===== config.mk =====
export PLATFORM = sky130hd
export DESIGN_NAME = fgn_divide
export DESIGN_NICKNAME = d
export VERILOG_FILES = /design/src/sv/fgn_pkg.sv /design/src/sv/fgn_divide.sv
export SDC_FILE = /design/constraint.sdc
export NUM_CORES = 2
export LEC_CHECK = 0
export BUFFER_PORTS_ARGS = -buffer_cell sky130_fd_sc_hd__clkbuf_2
export CORE_UTILIZATION = 30
export DETAILED_ROUTE_END_ITERATION = 16
export GPL_TIMING_DRIVEN = 0
export PLACE_DENSITY = 0.48
export SLEW_MARGIN = 20
export SYNTH_ARGS = -nofsm -noshare
export SYNTH_HDL_FRONTEND = slang
export SYNTH_SLANG_ARGS = --single-unit
export TNS_END_PERCENT = 50

===== constraint.sdc =====
create_clock -name clk -period 6.62 [get_ports clk]
set_clock_uncertainty 0.2 [all_clocks]
set_input_delay 1.324 -clock clk [delete_from_list [all_inputs] [get_ports clk]]
set_output_delay 1.324 -clock clk [all_outputs]
set_load 0.02 [all_outputs]

===== src/sv/fgn_pkg.sv =====
// ----------------------------------------------------------------------------
// fgn_pkg
// Shared types, register codes and defaults for the layered gradient noise.
// ----------------------------------------------------------------------------
package fgn_pkg;

    localparam int MAX_OCTAVES_DEF     = 8;
    localparam int COORD_FRAC_BITS_DEF = 16;

    localparam int SUM_W    = 40;
    localparam int AMPSUM_W = 21;

    typedef logic [1:0] mode_t;
    localparam mode_t MODE_FRACTAL = 2'd0;
    localparam mode_t MODE_TURB    = 2'd1;
    localparam mode_t MODE_RIDGED  = 2'd2;

    typedef logic [2:0] reg_idx_t;
    localparam reg_idx_t REG_MODE   = 3'd0;
    localparam reg_idx_t REG_OCT    = 3'd1;
    localparam reg_idx_t REG_LAC    = 3'd2;
    localparam reg_idx_t REG_GAIN   = 3'd3;
    localparam reg_idx_t REG_RIDGE  = 3'd4;
    localparam reg_idx_t REG_SEED   = 3'd5;

    // live configuration, octave count already limited to the unit count
    typedef struct packed {
        mode_t        mode;
        logic [4:0]   oct;
        logic [15:0]  lac;
        logic [15:0]  gain;
        logic [14:0]  ridge;
        logic [31:0]  seed;
    } cfg_t;

    // running state of one sample between octaves
    typedef struct packed {
        logic signed [31:0]         x;
        logic signed [31:0]         z;
        logic [30:0]                freq;
        logic [16:0]                amp;
        logic [18:0]                prev;
        logic signed [SUM_W-1:0]    sum;
        logic [AMPSUM_W-1:0]        ampsum;
    } acc_t;

endpackage


===== src/sv/fgn_divide.sv =====
// ----------------------------------------------------------------------------
// fgn_divide
// Final normalize: rounded divide by four times the amplitude sum, or ridged scaling.
// ----------------------------------------------------------------------------
module fgn_divide
    import fgn_pkg::*;
(
    input  logic               clk,
    input  logic               rst_n,
    input  logic               en,
    input  cfg_t               cfg,
    input  logic               in_valid,
    input  acc_t               in_acc,
    output logic               out_valid,
    output logic signed [15:0] out_value
);

    localparam int QB = 15;

    typedef struct packed {
        logic               neg;
        logic               zero;
        logic               ridged;
        logic signed [15:0] rval;
    } div_flag_t;

    logic [QB:0]         vld_reg;
    logic [SUM_W-1:0]    rem_reg  [0:QB];
    logic [QB-1:0]       q_reg    [0:QB];
    logic [22:0]         den_reg  [0:QB];
    div_flag_t           flag_reg [0:QB];
    logic                out_valid_reg;
    logic signed [15:0]  out_value_reg;

    logic [SUM_W-1:0]    mag;
    logic signed [SUM_W-1:0] rs;
    div_flag_t           flag_next;
    logic [SUM_W-1:0]    rem_next [1:QB];
    logic [QB-1:0]       q_next   [1:QB];
    logic [SUM_W-1:0]    dsh;
    logic [QB-1:0]       qc;
    logic signed [15:0]  value_next;

    always_comb
    begin
        flag_next.neg    = in_acc.sum < 0;
        flag_next.zero   = (in_acc.ampsum == '0) || (cfg.mode > MODE_RIDGED);
        flag_next.ridged = (cfg.mode == MODE_RIDGED);
        mag = flag_next.neg ? SUM_W'(-in_acc.sum) : SUM_W'(in_acc.sum);
        rs  = (in_acc.sum + SUM_W'(2)) >>> 2;
        if (rs < 0)
        begin
            flag_next.rval = 16'sd0;
        end
        else if (rs > SUM_W'(16384))
        begin
            flag_next.rval = 16'sd16384;
        end
        else
        begin
            flag_next.rval = 16'(rs);
        end

        // one quotient bit per stage, most significant first
        for (int s = 1; s <= QB; s++)
        begin
            dsh = SUM_W'(den_reg[s-1]) << (QB - s);
            rem_next[s] = rem_reg[s-1];
            q_next[s]   = q_reg[s-1];
            if (rem_reg[s-1] >= dsh)
            begin
                rem_next[s]        = rem_reg[s-1] - dsh;
                q_next[s][QB - s]  = 1'b1;
            end
        end

        qc = (q_reg[QB] > QB'(16384)) ? QB'(16384) : q_reg[QB];
        if (flag_reg[QB].ridged)
        begin
            value_next = flag_reg[QB].rval;
        end
        else if (flag_reg[QB].zero)
        begin
            value_next = 16'sd0;
        end
        else if (flag_reg[QB].neg)
        begin
            value_next = -$signed({1'b0, qc});
        end
        else
        begin
            value_next = $signed({1'b0, qc});
        end
    end

    always_ff @(posedge clk or negedge rst_n)
    begin
        if (!rst_n)
        begin
            vld_reg       <= '0;
            out_valid_reg <= 1'b0;
        end
        else if (en)
        begin
            vld_reg       <= {vld_reg[QB-1:0], in_valid};
            out_valid_reg <= vld_reg[QB];
        end
    end

    always_ff @(posedge clk)
    begin
        if (en)
        begin
            rem_reg[0]  <= mag + SUM_W'({in_acc.ampsum, 1'b0});
            q_reg[0]    <= '0;
            den_reg[0]  <= {in_acc.ampsum, 2'b00};
            flag_reg[0] <= flag_next;
            for (int s = 1; s <= QB; s++)
            begin
                rem_reg[s]  <= rem_next[s];
                q_reg[s]    <= q_next[s];
                den_reg[s]  <= den_reg[s-1];
                flag_reg[s] <= flag_reg[s-1];
            end
            out_value_reg <= value_next;
        end
    end

    assign out_valid = out_valid_reg;
    assign out_value = out_value_reg;

endmodule


==> impl_metrics.env <==
export IMPL_worst_pin_slew_ns=1.21
export IMPL_synth_area_top_cells="edfxtp_1 (61%), ha_1 (6.4%), xnor2_1 (3.1%)"
export IMPL_synth_edf_count=1355
export IMPL_powerDensity_nw_per_um2=381
export IMPL_fin_crit_sh_pct=98.9
export IMPL_regArea_um2=41100
export IMPL_die_area_um2=226000
export IMPL_ant_nets=0
export IMPL_final_cell_mix="edfxtp_1 (1355), nand2_1 (437), inv_1 (427)"
export IMPL_yosysSeqAreaShare_pct=61.3
export IMPL_synth_flop_cell="edfxtp_1"
export IMPL_ys_async_sr_fraction_pct=1.24
export IMPL_ctsHtreeMaxLevel=4
export IMPL_final_nets=6285
export IMPL_synth_top_cell_area_share_pct=60.6
export IMPL_slew_headroom_pct=18.5
export IMPL_cts_buffer_depth=3
export IMPL_wl_um=149000
export IMPL_worstHoldPathType="register to register"
export IMPL_largest_reg_flops=600
export IMPL_antenna_found_initial=5
export IMPL_cts_tree="done"
export IMPL_postCtsSetupBuffers=0
export IMPL_rsz0062_at_grt="false"
export IMPL_hold_path_depth=0
export IMPL_cp_required_ns=6.93
export IMPL_dieHeight_um=475
export IMPL_max_clock_freq_mhz=153
export IMPL_firstDrtPassIters=5
export IMPL_drive_gt1_share_pct=7.85
export IMPL_wl_per_cell_um=17.0
export IMPL_timing_hold_violations_final=0
export IMPL_final_min_clock_period_ns=6.55
export IMPL_cap_violations=0
export IMPL_vdd_drop_max_mv=0.223
export IMPL_status="complete, no violations"
export IMPL_grt_pass1_vias=42600
export IMPL_dp_slack_ns=-2.14
export IMPL_cts_sinks=1372
export IMPL_numCtsBuffers=148
export IMPL_area_growth_pct=14.1
export IMPL_antenna_cells=0
export IMPL_critPathLaunchType="input pin"
export IMPL_leakage_uw=0.0282
export IMPL_setup_tns_final_ns=0
export IMPL_place_gp_congestion=0.917
export IMPL_ys_warn_count=0
export IMPL_clk_pin_slew_ns=0.06
export IMPL_core_area_um2=222000
export IMPL_syn_cell_area_um2=67100
export IMPL_synth_seq_cells=1372
export IMPL_clockRootBuffer="clkbuf_16"
export IMPL_drv_slew=0
export IMPL_dp_hpwl_um=114000
export IMPL_via_per_inst=4.71
export IMPL_setup_viol=0
export IMPL_start_util_pct=30.2
export IMPL_syn_mean_instance_area_um2=12.4
export IMPL_setup_ws_ns=0.0730
export IMPL_cp_data_arrival_time_ns=6.85
export IMPL_dieWidth_um=475
export IMPL_crit_type="input pin to register"
export IMPL_yosysUniqueCellTypes=89
export IMPL_syn_nets=6052
export IMPL_fillers=21700
export IMPL_overflow=0
export IMPL_reg2reg_depth=10
export IMPL_cp_max_fo=19
export IMPL_grt_pass1_wl_um=232000
export IMPL_grt_max_degree=101
export IMPL_io_buffers=66
export IMPL_drc=0
export IMPL_netlist_instances=5413
export IMPL_grt_use_total_pct=13.1
export IMPL_layout_commonest_cell="edfxtp_1"
export IMPL_endpoint_kind="register"
export IMPL_vias=41200
export IMPL_ios=299
export IMPL_synth_top_area_cell="edfxtp_1"
export IMPL_drt_initial_drc_count=2254
export IMPL_fp_row_count=173
export IMPL_clock_latency_ns=0.78
export IMPL_reg2reg_slack_ns=1.70
export IMPL_multi_input_area_um2=24100
stage by stage:
step	utilization, %	power, uW	cells	hold slack (ns)	area [um2]
6_report	34.5	29200	8744	0.197	76600
3_5_place_dp	32.3	21200	8473	0.205	71700
3_3_place_gp	32.0	21600	8454	0.200	71200
2_1_floorplan	-	18900	5413	0.200	67100
5_1_grt	34.5	31000	8744	0.202	76600
4_1_cts	34.4	29500	8745	0.195	76600
layout make-up:
type,count,share of cell area (%)
buffer,108,0.578
clock buffer,182,5.03
clock inverter,91,1.26
inverter,429,2.10
multi-input combinational,3502,31.4
sequential,1372,53.7
tap,2975,4.86
timing repair buffer,85,1.07
where the power goes:
group | internal [uW] | switching [uW] | total, uW
registers | 11700 | 896 | 12600
clock network | 4600 | 3460 | 8070
logic | 3680 | 4900 | 8580
routing by layer:
metal,vias to the layer above,part of all wire [%],routed length (um),track usage [%]
li1,20700,-,-,-
met1,19500,40,60000,14.0
met2,712,52,76900,24.4
met3,342,3.1,4610,2.13
met4,0,5.0,7500,6.75
met5,-,0,0,0
logic make-up after synthesis:
family	share of synthesized area, %
buffers and inverters	3.07
other	0.00559
adders and majority gates	6.82
xor gates and xnor gates	5.77
and+or+nand+nor	10.7
muxes	1.19
DFF	61.3
AOI/OAI and AO/OA	11.2
synthesized netlist by cell type (20+ instances only):
master,number
ha_1,342
edfxtp_1,1355
nor2b_1,55
o31ai_1,56
nand2_1,437
inv_1,427
nand3_1,79
or3_1,47
clkbuf_1,86
a31oi_1,21
o211ai_1,23
o21bai_1,30
o21a_1,55
nand3b_1,24
xnor2_1,235
or4_1,40
nand4_1,62
a21oi_1,321
a21o_1,132
a211oi_1,34
or2_2,31
nor3_1,100
a211o_1,20
o21ai_0,338
nor4_1,77
nor2_1,315
and2_1,23
nand2b_1,44
and3_1,29
xor2_1,207
mux2_2,60
critical path: stages:
cell,delay (ns)
clkbuf_2,0.19
clkbuf_2,0.33
clkbuf_2,0.29
buf_1,0.27
o21ai_0,0.99
ha_1,0.35
a211oi_1,0.11
o21ai_0,0.33
a41oi_1,0.34
o311a_1,0.42
o41ai_2,0.51
o22ai_2,0.29
nor3_4,0.42
mux2i_1,0.26
xor2_1,0.41
path summary, 6_finish.rpt:
check | startpoint | endpoint
max | in_acc[60] | rem_reg[0][30]
min | flag_reg[0][5] | flag_reg[0][24]
max reg2reg | den_reg[11][3] | rem_reg[1][166]
min reg2reg | flag_reg[0][5] | flag_reg[0][24]
max in group asynchronous | rst_n | vld_reg[10]
min in group asynchronous | rst_n | vld_reg[5]
timing repair:
| item | in CTS | in global routing |
|---|---|---|
| resized for setup | 9 | 0 |
| setup endpoints to repair | 13 | 1 |
| hold buffers | 0 | 0 |
Note: power is estimated with default switching activity, not from simulation.
